[src/anp_pkg.sv]
// Shared constants, character codes and types of the ASCII number parser.
package anp_pkg;

	// Depth of each of the two small queues (a power of two)
	localparam int QDEPTH = 4;
	localparam int QAW    = $clog2(QDEPTH);
	localparam int QCW    = $clog2(QDEPTH + 1);

	// Character codes
	localparam logic [7:0] CH_BS       = 8'h08;
	localparam logic [7:0] CH_LF       = 8'h0A;
	localparam logic [7:0] CH_CR       = 8'h0D;
	localparam logic [7:0] CH_SPACE    = 8'h20;
	localparam logic [7:0] CH_ZERO     = 8'h30;
	localparam logic [7:0] CH_NINE     = 8'h39;
	localparam logic [7:0] CH_A        = 8'h41;
	localparam logic [7:0] CH_F        = 8'h46;
	localparam logic [7:0] CH_X        = 8'h58;
	localparam logic [7:0] CH_LOW_A    = 8'h61;
	localparam logic [7:0] CH_LOW_Z    = 8'h7A;
	localparam logic [7:0] CH_DEL      = 8'h7F;
	localparam logic [7:0] CASE_OFFSET = 8'h20;

	// Terminator value that means no terminator is set
	localparam logic [7:0] NO_TERM = 8'h00;

	// Offset from the low nibble of 'A'..'F' to the digit value
	localparam logic [3:0] HEX_LETTER_OFFSET = 4'd9;

	// Divide by ten: quotient = (n * RECIP10) >> RECIP_SHIFT for any 32-bit n
	localparam logic [31:0] RECIP10     = 32'hCCCCCCCD;
	localparam int          RECIP_SHIFT = 35;
	localparam logic [31:0] DEC_BASE    = 32'd10;
	localparam logic [31:0] HEX_BASE    = 32'd16;

	// Character class as seen in the collecting phase
	typedef enum logic [2:0] {
		CLS_END    = 3'd0,
		CLS_DEC    = 3'd1,
		CLS_HEX    = 3'd2,
		CLS_IGNORE = 3'd3,
		CLS_ERASE  = 3'd4,
		CLS_BAD    = 3'd5
	} cls_t;

	// Classified character handed from front to back
	typedef struct packed {
		logic       skip;     // '0' or space: dropped while skipping
		logic       sel_hex;  // 'X': selects hex while skipping
		cls_t       cls;
		logic       top;      // terminator match, sets bit 31
		logic [3:0] digit;
	} cmd_t;

	// One result item
	typedef struct packed {
		logic        done_res;
		logic [31:0] number;
		logic        bad_char;
		logic        erase;
	} res_t;

endpackage

[src/anp_front.sv]
// Front end: terminator register, case folding and character classification.
module anp_front import anp_pkg::*; (
	input  logic       clk,
	input  logic       arst_n,
	input  logic       cfg_we,
	input  logic [7:0] cfg_wdata,
	input  logic [7:0] char_in,
	output cmd_t       cmd
);

	logic [7:0] term_q;
	logic [7:0] folded;
	logic       term_hit;

	// Hold the terminator character
	always_ff @(posedge clk or negedge arst_n) begin
		if (!arst_n) begin
			term_q <= NO_TERM;
		end else if (cfg_we) begin
			term_q <= cfg_wdata;
		end
	end

	// Fold lower case to upper case
	always_comb begin
		folded = char_in;
		if (char_in >= CH_LOW_A && char_in <= CH_LOW_Z) begin
			folded = char_in - CASE_OFFSET;
		end
	end

	assign term_hit = (folded == term_q);

	// Classify; ending characters take precedence over digits
	always_comb begin
		cmd.skip    = (folded == CH_ZERO) || (folded == CH_SPACE);
		cmd.sel_hex = (folded == CH_X);
		cmd.top     = term_hit && (term_q != NO_TERM);
		cmd.digit   = folded[3:0];
		if (term_hit || folded == CH_CR) begin
			cmd.cls = CLS_END;
		end else if (folded >= CH_ZERO && folded <= CH_NINE) begin
			cmd.cls = CLS_DEC;
		end else if (folded >= CH_A && folded <= CH_F) begin
			cmd.cls   = CLS_HEX;
			cmd.digit = folded[3:0] + HEX_LETTER_OFFSET;
		end else if (folded == CH_LF || folded == CH_SPACE) begin
			cmd.cls = CLS_IGNORE;
		end else if (folded == CH_BS || folded == CH_DEL) begin
			cmd.cls = CLS_ERASE;
		end else begin
			cmd.cls = CLS_BAD;
		end
	end

endmodule

[src/anp_cmd_queue.sv]
// Short queue of classified characters between front and back.
module anp_cmd_queue import anp_pkg::*; (
	input  logic clk,
	input  logic arst_n,
	input  logic push,
	input  cmd_t wdata,
	output logic full,
	input  logic pop,
	output cmd_t rdata,
	output logic empty
);

	cmd_t           mem_q [QDEPTH];
	logic [QAW-1:0] wptr_q;
	logic [QAW-1:0] rptr_q;
	logic [QCW-1:0] count_q;
	logic           do_push;
	logic           do_pop;

	assign full    = (count_q == QCW'(QDEPTH));
	assign empty   = (count_q == '0);
	assign do_push = push && !full;
	assign do_pop  = pop && !empty;
	assign rdata   = mem_q[rptr_q];

	// Store an entry on each accepted transfer
	always_ff @(posedge clk) begin
		if (do_push) begin
			mem_q[wptr_q] <= wdata;
		end
	end

	// Advance pointers and track fill level
	always_ff @(posedge clk or negedge arst_n) begin
		if (!arst_n) begin
			wptr_q  <= '0;
			rptr_q  <= '0;
			count_q <= '0;
		end else begin
			if (do_push) begin
				wptr_q <= wptr_q + QAW'(1);
			end
			if (do_pop) begin
				rptr_q <= rptr_q + QAW'(1);
			end
			if (do_push && !do_pop) begin
				count_q <= count_q + QCW'(1);
			end else if (do_pop && !do_push) begin
				count_q <= count_q - QCW'(1);
			end
		end
	end

endmodule

[src/anp_back.sv]
// Back end: number state, accumulation, erase and the result queue.
module anp_back import anp_pkg::*; (
	input  logic clk,
	input  logic arst_n,
	input  cmd_t cmd,
	input  logic cmd_empty,
	output logic cmd_pop,
	input  logic res_pop,
	output res_t res,
	output logic res_empty
);

	logic           phase_q;
	logic           hex_q;
	logic [31:0]    acc_q;

	res_t           rq_q [QDEPTH];
	logic [QAW-1:0] wptr_q;
	logic [QAW-1:0] rptr_q;
	logic [QCW-1:0] count_q;
	logic           res_full;
	logic           do_res_pop;

	logic           phase_d;
	logic           hex_d;
	logic [31:0]    acc_d;
	res_t           res_d;
	logic [63:0]    prod;
	logic [31:0]    quot10;
	logic           below_base;

	assign res_full   = (count_q == QCW'(QDEPTH));
	assign res_empty  = (count_q == '0);
	assign do_res_pop = res_pop && !res_empty;
	assign cmd_pop    = !cmd_empty && !res_full;
	assign res        = rq_q[rptr_q];

	// Divide by ten through the reciprocal
	assign prod       = 64'(acc_q) * 64'(RECIP10);
	assign quot10     = 32'(prod >> RECIP_SHIFT);
	assign below_base = hex_q ? (acc_q < HEX_BASE) : (acc_q < DEC_BASE);

	// Work out the next state and the result of one character
	always_comb begin
		phase_d = phase_q;
		hex_d   = hex_q;
		acc_d   = acc_q;
		res_d   = '0;
		if (!phase_q && cmd.skip) begin
			phase_d = 1'b0;
		end else if (!phase_q && cmd.sel_hex) begin
			phase_d = 1'b1;
			hex_d   = 1'b1;
		end else begin
			phase_d = 1'b1;
			case (cmd.cls)
				CLS_END: begin
					res_d.done_res = 1'b1;
					res_d.number   = acc_q | {cmd.top, 31'd0};
					phase_d        = 1'b0;
					hex_d          = 1'b0;
					acc_d          = '0;
				end
				CLS_DEC: begin
					if (hex_q) begin
						acc_d = {acc_q[27:0], 4'd0} + 32'(cmd.digit);
					end else begin
						acc_d = {acc_q[28:0], 3'd0} + {acc_q[30:0], 1'b0}
							+ 32'(cmd.digit);
					end
				end
				CLS_HEX: begin
					if (hex_q) begin
						acc_d = {acc_q[27:0], 4'd0} + 32'(cmd.digit);
					end else begin
						res_d.bad_char = 1'b1;
					end
				end
				CLS_IGNORE: begin
					acc_d = acc_q;
				end
				CLS_ERASE: begin
					res_d.erase = 1'b1;
					acc_d       = hex_q ? {4'd0, acc_q[31:4]} : quot10;
					if (below_base) begin
						res_d.done_res = 1'b1;
						phase_d        = 1'b0;
						hex_d          = 1'b0;
						acc_d          = '0;
					end
				end
				default: begin
					res_d.bad_char = 1'b1;
				end
			endcase
		end
	end

	// Update the number state on each character taken from the queue
	always_ff @(posedge clk or negedge arst_n) begin
		if (!arst_n) begin
			phase_q <= 1'b0;
			hex_q   <= 1'b0;
			acc_q   <= '0;
		end else if (cmd_pop) begin
			phase_q <= phase_d;
			hex_q   <= hex_d;
			acc_q   <= acc_d;
		end
	end

	// Store each result
	always_ff @(posedge clk) begin
		if (cmd_pop) begin
			rq_q[wptr_q] <= res_d;
		end
	end

	// Advance result queue pointers and fill level
	always_ff @(posedge clk or negedge arst_n) begin
		if (!arst_n) begin
			wptr_q  <= '0;
			rptr_q  <= '0;
			count_q <= '0;
		end else begin
			if (cmd_pop) begin
				wptr_q <= wptr_q + QAW'(1);
			end
			if (do_res_pop) begin
				rptr_q <= rptr_q + QAW'(1);
			end
			if (cmd_pop && !do_res_pop) begin
				count_q <= count_q + QCW'(1);
			end else if (do_res_pop && !cmd_pop) begin
				count_q <= count_q - QCW'(1);
			end
		end
	end

endmodule

[src/ascii_number_parser.sv]
// Top level of the ASCII decimal/hex number parser.
//
// Input side is a queue: drive char_in with push high; the character is
// transferred at a clock edge where push is high and full is low.
// Result side is a queue too: while empty is low the oldest result sits on
// done_res, number, bad_char and erase; it is transferred at an edge where
// pop is high. Every character yields exactly one result.
// The user must write the terminator register through cfg_we / cfg_wdata
// only while idle; the block itself does not enforce this.
// Throughput: one character per cycle while the result queue is not full;
// the accumulator update (shift-add for digits, reciprocal multiply for a
// decimal erase) is combinational and registered as each character is taken.
// A four-entry character queue decouples the classifier from the number
// state, and a four-entry result queue follows it. If the receiver stops
// popping, the result queue fills, the back end stops taking characters,
// and full rises once the character queue has filled as well; nothing is
// dropped. Reset clears both queues, the terminator (to none), the phase,
// hex mode and the accumulator.
module ascii_number_parser import anp_pkg::*; (
	input  logic        clk,
	input  logic        arst_n,
	input  logic        cfg_we,
	input  logic [7:0]  cfg_wdata,
	input  logic        push,
	input  logic [7:0]  char_in,
	output logic        full,
	input  logic        pop,
	output logic        empty,
	output logic        done_res,
	output logic [31:0] number,
	output logic        bad_char,
	output logic        erase
);

	cmd_t front_cmd;
	cmd_t queue_cmd;
	logic cmd_empty;
	logic cmd_pop;
	res_t res;

	// Classify characters
	anp_front u_front (
		.clk       (clk),
		.arst_n    (arst_n),
		.cfg_we    (cfg_we),
		.cfg_wdata (cfg_wdata),
		.char_in   (char_in),
		.cmd       (front_cmd)
	);

	// Decouple classifier from number state
	anp_cmd_queue u_cmd_queue (
		.clk    (clk),
		.arst_n (arst_n),
		.push   (push),
		.wdata  (front_cmd),
		.full   (full),
		.pop    (cmd_pop),
		.rdata  (queue_cmd),
		.empty  (cmd_empty)
	);

	// Update the number and queue results
	anp_back u_back (
		.clk       (clk),
		.arst_n    (arst_n),
		.cmd       (queue_cmd),
		.cmd_empty (cmd_empty),
		.cmd_pop   (cmd_pop),
		.res_pop   (pop),
		.res       (res),
		.res_empty (empty)
	);

	assign done_res = res.done_res;
	assign number   = res.number;
	assign bad_char = res.bad_char;
	assign erase    = res.erase;

	// A bad character never completes a number or erases
	a_bad_alone: assert property (@(posedge clk) disable iff (!arst_n)
		!empty && bad_char |-> !done_res && !erase)
		else $error("bad character result also flags done or erase");

	// Only a completed number carries a value
	a_number_zero: assert property (@(posedge clk) disable iff (!arst_n)
		!empty && !done_res |-> number == 32'd0)
		else $error("nonzero number without done");

	// An erase that completes always reports zero
	a_erase_zero: assert property (@(posedge clk) disable iff (!arst_n)
		!empty && erase && done_res |-> number == 32'd0)
		else $error("erase completion with nonzero number");

	// A transfer in with an empty character queue reaches the back end next cycle
	a_cmd_arrives: assert property (@(posedge clk) disable iff (!arst_n)
		push && !full && cmd_empty |=> !cmd_empty)
		else $error("accepted character lost before back end");

endmodule

[config.mk]
export PLATFORM = sky130hd
export DESIGN_NAME = ascii_number_parser
export DESIGN_NICKNAME = d
export VERILOG_FILES = /design/src/anp_pkg.sv /design/src/anp_front.sv /design/src/anp_cmd_queue.sv /design/src/anp_back.sv /design/src/ascii_number_parser.sv
export SDC_FILE = /design/constraint.sdc
export NUM_CORES = 2
export LEC_CHECK = 0
export ABC_CLOCK_PERIOD_IN_PS = 8200
export BUFFER_PORTS_ARGS = -buffer_cell sky130_fd_sc_hd__buf_2
export CORE_MARGIN = 1
export CORE_UTILIZATION = 60
export CTS_CLUSTER_DIAMETER = 40
export DETAILED_ROUTE_END_ITERATION = 10
export HOLD_SLACK_MARGIN = 0.06
export PLACE_DENSITY = 0.77
export SETUP_SLACK_MARGIN = 0.4
export SLEW_MARGIN = 30
export SYNTH_ARGS = -nofsm -noshare
export SYNTH_HDL_FRONTEND = slang
export SYNTH_HIERARCHICAL = 1
export SYNTH_SLANG_ARGS = --single-unit
[constraint.sdc]
create_clock -name clk -period 8.2 [get_ports clk]
set_input_delay 1.23 -clock clk [delete_from_list [all_inputs] [get_ports clk]]
set_output_delay 1.23 -clock clk [all_outputs]
set_load 0.01 [all_outputs]
# ---- Word level (Yosys, flattened, before mapping)
# Memories as Yosys holds them, arrays and structs flattened.
# Index checks and enable logic that the tools add are counted.
dict set report classes {
  order_cmp 8
  bitwise_logic 3
  n_reduce_logical 38
  addsub 13
  n_eq_ne 16
  n_mux 38
  multipliers 1
}
# op count
set ops {}
lappend ops {{$mux W32} 4}
lappend ops {{$pmux W32 S4} 1}
lappend ops {{$mux W35} 2}
lappend ops {{$add A32 B4 Y32} 2}
lappend ops {{$mul A32 B32 Y64 const B} 1}
lappend ops {{$add A32 B32 Y32} 1}
lappend ops {{$lt A32 B4 Y1 const B} 1}
lappend ops {{$lt A32 B5 Y1 const B} 1}
lappend ops {{$or A32 B32 Y32} 1}
lappend ops {{$mux W29} 1}
lappend ops {{$eq A8 B4 Y1 const B} 3}
lappend ops {{$mux W3} 8}
lappend ops {{$eq A8 B6 Y1 const B} 2}
lappend ops {{$eq A8 B7 Y1 const B} 2}
lappend ops {{$ge A8 B7 Y1 const B} 2}
lappend ops {{$le A8 B7 Y1 const B} 2}
lappend ops {{$logic_and A1 B1 Y1} 14}
lappend ops {{$mux W1} 14}
lappend ops {{$mux W4} 3}
lappend ops {{$eq A3 B3 Y1 const B} 3}
lappend ops {{$logic_not A1 Y1} 9}
lappend ops {{$logic_not A3 Y1} 3}
lappend ops {{$add A2 B1 Y2 const B} 4}
lappend ops {{$eq A8 B8 Y1} 1}
lappend ops {{other kinds (21)} 32}
dict set report totals {
  reg_bits 56
  inputBits 21
  word_cells 129
  ramBits 180
  memories 2
}
# name depth word_bits rd rd_clocked_by_memory_dff write_ports line_no
set mem_list {}
lappend mem_list {u_back.rq_q 4 35 1 0 1 anp_back.sv:17} ;# res_t rq_q [QDEPTH];
lappend mem_list {u_cmd_queue.mem_q 4 10 1 0 1 anp_cmd_queue.sv:13} ;# cmd_t mem_q [QDEPTH];

# ---- Longest topological paths before layout
dict set report depth {
  word_depth 10
  mapped_depth 26
  ltp_nobuf 26
}

# ---- By module
# The synthesis kept the hierarchy.
# module area_each_um2 seq_area_each_um2 instances cells_per_inst
set modules_own_cells {}
lappend modules_own_cells {anp_back 27076.0 5230.0 1 2529}
lappend modules_own_cells {anp_cmd_queue 1864.3 1376.3 1 88}
lappend modules_own_cells {anp_front 938.4 200.2 1 103}

# ---- Least setup slack after synthesis
# Ideal clock, no wire load.
dict set report synth_timing {
  path_type {register to register}
  start {register u_back.acc_q[2]}
  end {register u_back.acc_q[6]}
  t_arrival_ps 6836
  n_path_buf 0
  slack_ps 1238
  period_less_slack_ps 6962
  stages_incl_launch_ff 22
  path_cell_list {dfrtp_1 inv_1 ha_1 xnor2_1 xor2_1 fa_1 fa_1 fa_1 fa_1 fa_1 inv_1 fa_1 inv_1 ha_1 nand4_1 or4_4 o31ai_2 a211oi_2 o31ai_2 xnor2_1 o21ai_1 a221o_1}
}
dict set report synth_between {
  elab_chain_len 4
  word_cells_on_any_way 12
  cone_classes {add/sub (3); mul (1); order compare (2); mux (6)}
}
# item line_no
set synth_rtl {}
lappend synth_rtl {{from (decl)} anp_back.sv:15} ;# logic [31:0] acc_q;
lappend synth_rtl {{from (signal assigned)} anp_back.sv:104} ;# acc_q <= '0;
lappend synth_rtl {{from (signal assigned)} anp_back.sv:108} ;# acc_q <= acc_d;
lappend synth_rtl {{$mul A32 B32 Y64, or another cell as far along} anp_back.sv:39} ;# assign prod = 64'(acc_q) * 64'(RECIP10);
lappend synth_rtl {{$mux W29, or another cell as far along} anp_back.sv:84} ;# acc_d = hex_q ? {4'd0, acc_q[31:4]} : quot10;
lappend synth_rtl {{$mux W32, on equally long branches} {anp_back.sv:85, anp_back.sv:65}}
lappend synth_rtl {{$pmux W32 S4 *} anp_back.sv:56} ;# case (cmd.cls)
# Every way passes the cells marked *; elsewhere a longest branch is shown, timed or not. The select of a mux whose other input is x is not followed.
# A chain may end at the register's enable or synchronous reset.

# ---- Worst setup path after layout
dict set report layout_timing {
  start {register u_back.acc_q[27]}
  end {register u_back.acc_q[8]}
}
dict set report layout_between {
  elab_chain_len 4
  word_cells_on_any_way 7
  cone_classes {mul (1); order compare (2); mux (4)}
}
# item line_no
set layout_rtl {}
lappend layout_rtl {{$mul A32 B32 Y64, or another cell as far along} anp_back.sv:39}
lappend layout_rtl {{$mux W29 or $mux W1 (tied branches)} {anp_back.sv:84, anp_back.sv:41}}
lappend layout_rtl {{$mux W32 *} anp_back.sv:85} ;# if (below_base) begin
lappend layout_rtl {{$pmux W32 S4 *} anp_back.sv:56}
# Every way passes the cells marked *; elsewhere a longest branch is shown, timed or not.

==> impl_metrics.json <==
{
  "status": "finished, final reports clean",
  "synthDistinctLibCells": 102,
  "grt.met3_usage": 0.0540,
  "holdPathStages": 1,
  "leakagePower_uw": 0.0162,
  "met2_usage": 0.569,
  "hold_path.class": "flip-flop to flip-flop",
  "synth_common_cells": "inv_1, ha_1, fa_1",
  "rsz0062_at_grt": "no",
  "final_nets": 3709,
  "viasPerCell": 6.10,
  "drc_errors": 0,
  "ys.warnings.count": 6,
  "ys.flop_type": "edfxtp_1",
  "detail-route-antenna-nets": 0,
  "core_sq_um": 49100,
  "hold_slack_ps": 502,
  "syn_nets": 3570,
  "overflow": 0,
  "synth_area_sq_um": 29900,
  "syn_inst": 2720,
  "place.gp.congestion": 1.06,
  "design.die.area_sq_um": 50700,
  "syn_area_per_cell_sq_um": 11.0,
  "arrival_ps": 8060,
  "critPathKind": "flip-flop to flip-flop",
  "fin_cells": 3546,
  "yosysMostFrequentCell": "inv_1",
  "hp-start": "u_back/count_q[2]$_DFFE_PN0P_",
  "drive_above_1_share": 0.126,
  "rr_worst_depth": 24,
  "slew_headroom": 0.411,
  "period_needed_ps": 7650,
  "r2r_setup_slack_ps": 550,
  "fmax_mhz": 131,
  "syn2layout_area_growth_pct": 9.07,
  "p_int_uw": 3790,
  "htree_levels": 1,
  "slowest_delay_ps": 650,
  "wl_per_cell_um": 25.2,
  "drv_cap": 0,
  "ys_seq_area_frac": 0.228,
  "drtIter0Drc": 2216,
  "grt_max_degree": 57,
  "gr-usage-met1": 0.521,
  "vias": 21600,
  "busiest_layer": "met2",
  "ios": 58,
  "crit_buf_inv": 7,
  "dp.cells": 3481,
  "insertion_delay_ps": 580,
  "ys_ff_latch": 236,
  "dieWidth_um": 225,
  "fin_worst_skew_ps": 21.7,
  "path_max_fanout": 8,
  "cp.required_ps": 8610,
  "synth_edf_count": 180,
  "power.net_switching_uw": 2980,
  "cts.clk_slew.worst_paths_ps": 60,
  "setup_viol": 0,
  "holdPathEnd": "u_back/count_q[2]$_DFFE_PN0P_",
  "port-buffer-count": 57,
  "crit_slowest_cell": "dfrtp_1",
  "clock_path_buffers": 3,
  "place_hpwl_mm": 75.0,
  "synth_async_sr_flop_share": 0.237,
  "initial_core_util": 0.609,
  "post-route-period-util": 0.933,
  "power_frac_seq": 0.284,
  "antenna_cells": 0,
  "cp_common_cell": "fa_1",
  "swShare": 0.440,
  "critPathTopFamily": "adder cells",
  "peakVddDrop_uv": 177,
  "dr.pass1.iters": 7,
  "cp-start-kind": "flip-flop",
  "combPwrFrac": 0.536,
  "die_h_um": 225,
  "timing.rr.start": "u_back/acc_q[27]$_DFFE_PN0P_",
  "yosysTopAreaCell": "fa_1",
  "synth.area.top_cells": "fa_1, ha_1, edfxtp_1",
  "place_ws_ps": 167,
  "r2r-end": "u_back/acc_q[8]$_DFFE_PN0P_",
  "cp_cell_sequence": "inv_1 -> ha_1 -> ha_1 -> fa_1 -> inv_1 -> fa_1 -> inv_1 -> fa_1 -> fa_1 -> fa_1 -> inv_1 -> fa_1 -> inv_1 -> ha_1 -> nand4_1 -> or4_4 -> a311oi_4 -> buf_4 -> buf_4 -> o21ai_2 -> xnor2_1 -> o21ai_0 -> a22oi_1 -> o21ai_0",
  "worst_slack_ps": 550,
  "power_uw": 6770,
  "power_density_nw_per_um2": 208,
  "clock_sink_count": 236,
  "wl_mm": 89.2,
  "setup_tns_ps": 0,
  "cts_buffers": 29,
  "synth.top_cell.area_share": 0.262,
  "grt_pass1_wl_mm": 137,
  "cp-end-kind": "flip-flop",
  "worst_pin_slew_ps": 880,
  "root_buffer": "clkbuf_16",
  "antenna_found_initial": 1,
  "cts_tree": "built",
  "rows": 81,
  "grt_pass1_vias": 22500,
  "grt_usage": 0.368,
  "hold_violations": 0,
  "maxSlewViolCount": 0,
  "p_clk_frac": 0.180
}
power by group through the flow:
stage	Clock, uW	Sequential (uW)	Combinational (uW)
global placement	0	1900	3490
finish	1220	1920	3630
CTS	1230	1920	3600
global route	1280	1960	4000
detailed placement	0	1940	3560
floorplan	0	1860	2440
metal layers:
layer | share of wire | up-vias
met3 | 0.079 | 198
met5 | 0.00012 | -
met1 | 0.42 | 11000
li1 | - | 9380
met4 | 0.050 | 2
met2 | 0.45 | 1043
registers in the layout (all words and copies together), names as in the netlist:
register and cells:
u_cmd_queue/mem_q 40, u_cmd_queue/wptr_q 2, u_cmd_queue/rptr_q 2, u_back/rq_q 140, u_front/term_q 8, u_back/phase_q 1, u_back/wptr_q 2, u_back/rptr_q 2
u_cmd_queue/count_q 3, u_back/hex_q 1, u_back/count_q 3, u_back/acc_q 32
cells in the final DEF (no fill, tap or decap), types with 58 or more instances in the layout:
cell        n
fa_1      388
o21ai_0    71
xnor2_1    61
edfxtp_1  180
nand2_1   117
buf_4     105
a21oi_1    96
ha_1      431
inv_1     618
nor2_1     73
xor2_1     58
layout make-up:
class / instances / area (sq um)
Multi-Input combinational cell: 1808 / 20600
Clock buffer: 37 / 756
Sequential cell: 236 / 6830
Inverter: 621 / 2340
Timing Repair Buffer: 163 / 1090
Clock inverter: 17 / 166
Tap cell: 664 / 831
Fill cell: 3911 / 16500
metrics by stage:
step / cell area (sq um) / utilization
finish: 32600 / 0.664
global route: 32600 / 0.664
CTS: 32400 / 0.660
detailed placement: 31400 / 0.641
global placement: 31400 / 0.641
floorplan: 29900 / -
cells by family after synthesis:
family                     Yosys count  synth area share
and+or+nand+nor                    390            0.0658
buffers and inverters              676            0.0878
xor gates and xnor gates           123            0.0363
muxes                               63            0.0406
DFF                                236             0.228
adders and majority gates          829             0.445
AOI/OAI and AO/OA                  403            0.0963
worst max path at each step:
stage,startpoint,endpoint,depth (start not counted)
CTS,u_back/acc_q[20]$_DFFE_PN0P_,u_back/acc_q[22]$_DFFE_PN0P_,24
finish,u_back/acc_q[27]$_DFFE_PN0P_,u_back/acc_q[8]$_DFFE_PN0P_,24
detailed placement,u_back/acc_q[18]$_DFFE_PN0P_,u_back/acc_q[0]$_DFFE_PN0P_,21
global placement,u_back/acc_q[18]$_DFFE_PN0P_,u_back/acc_q[0]$_DFFE_PN0P_,21
global route,u_back/acc_q[20]$_DFFE_PN0P_,u_back/acc_q[8]$_DFFE_PN0P_,23
floorplan,u_back/acc_q[2]$_DFFE_PN0P_,u_back/acc_q[6]$_DFFE_PN0P_,21
what timing repair did:
item,4_1_cts,5_1_grt
endpoints found under the hold margin,0,0
pin swaps,1,0
buffers inserted,2,9
setup endpoints to repair,1,22
gates resized for setup,2,43
hold buffers,0,0
No activity file was read; power rests on OpenSTA's default activity.
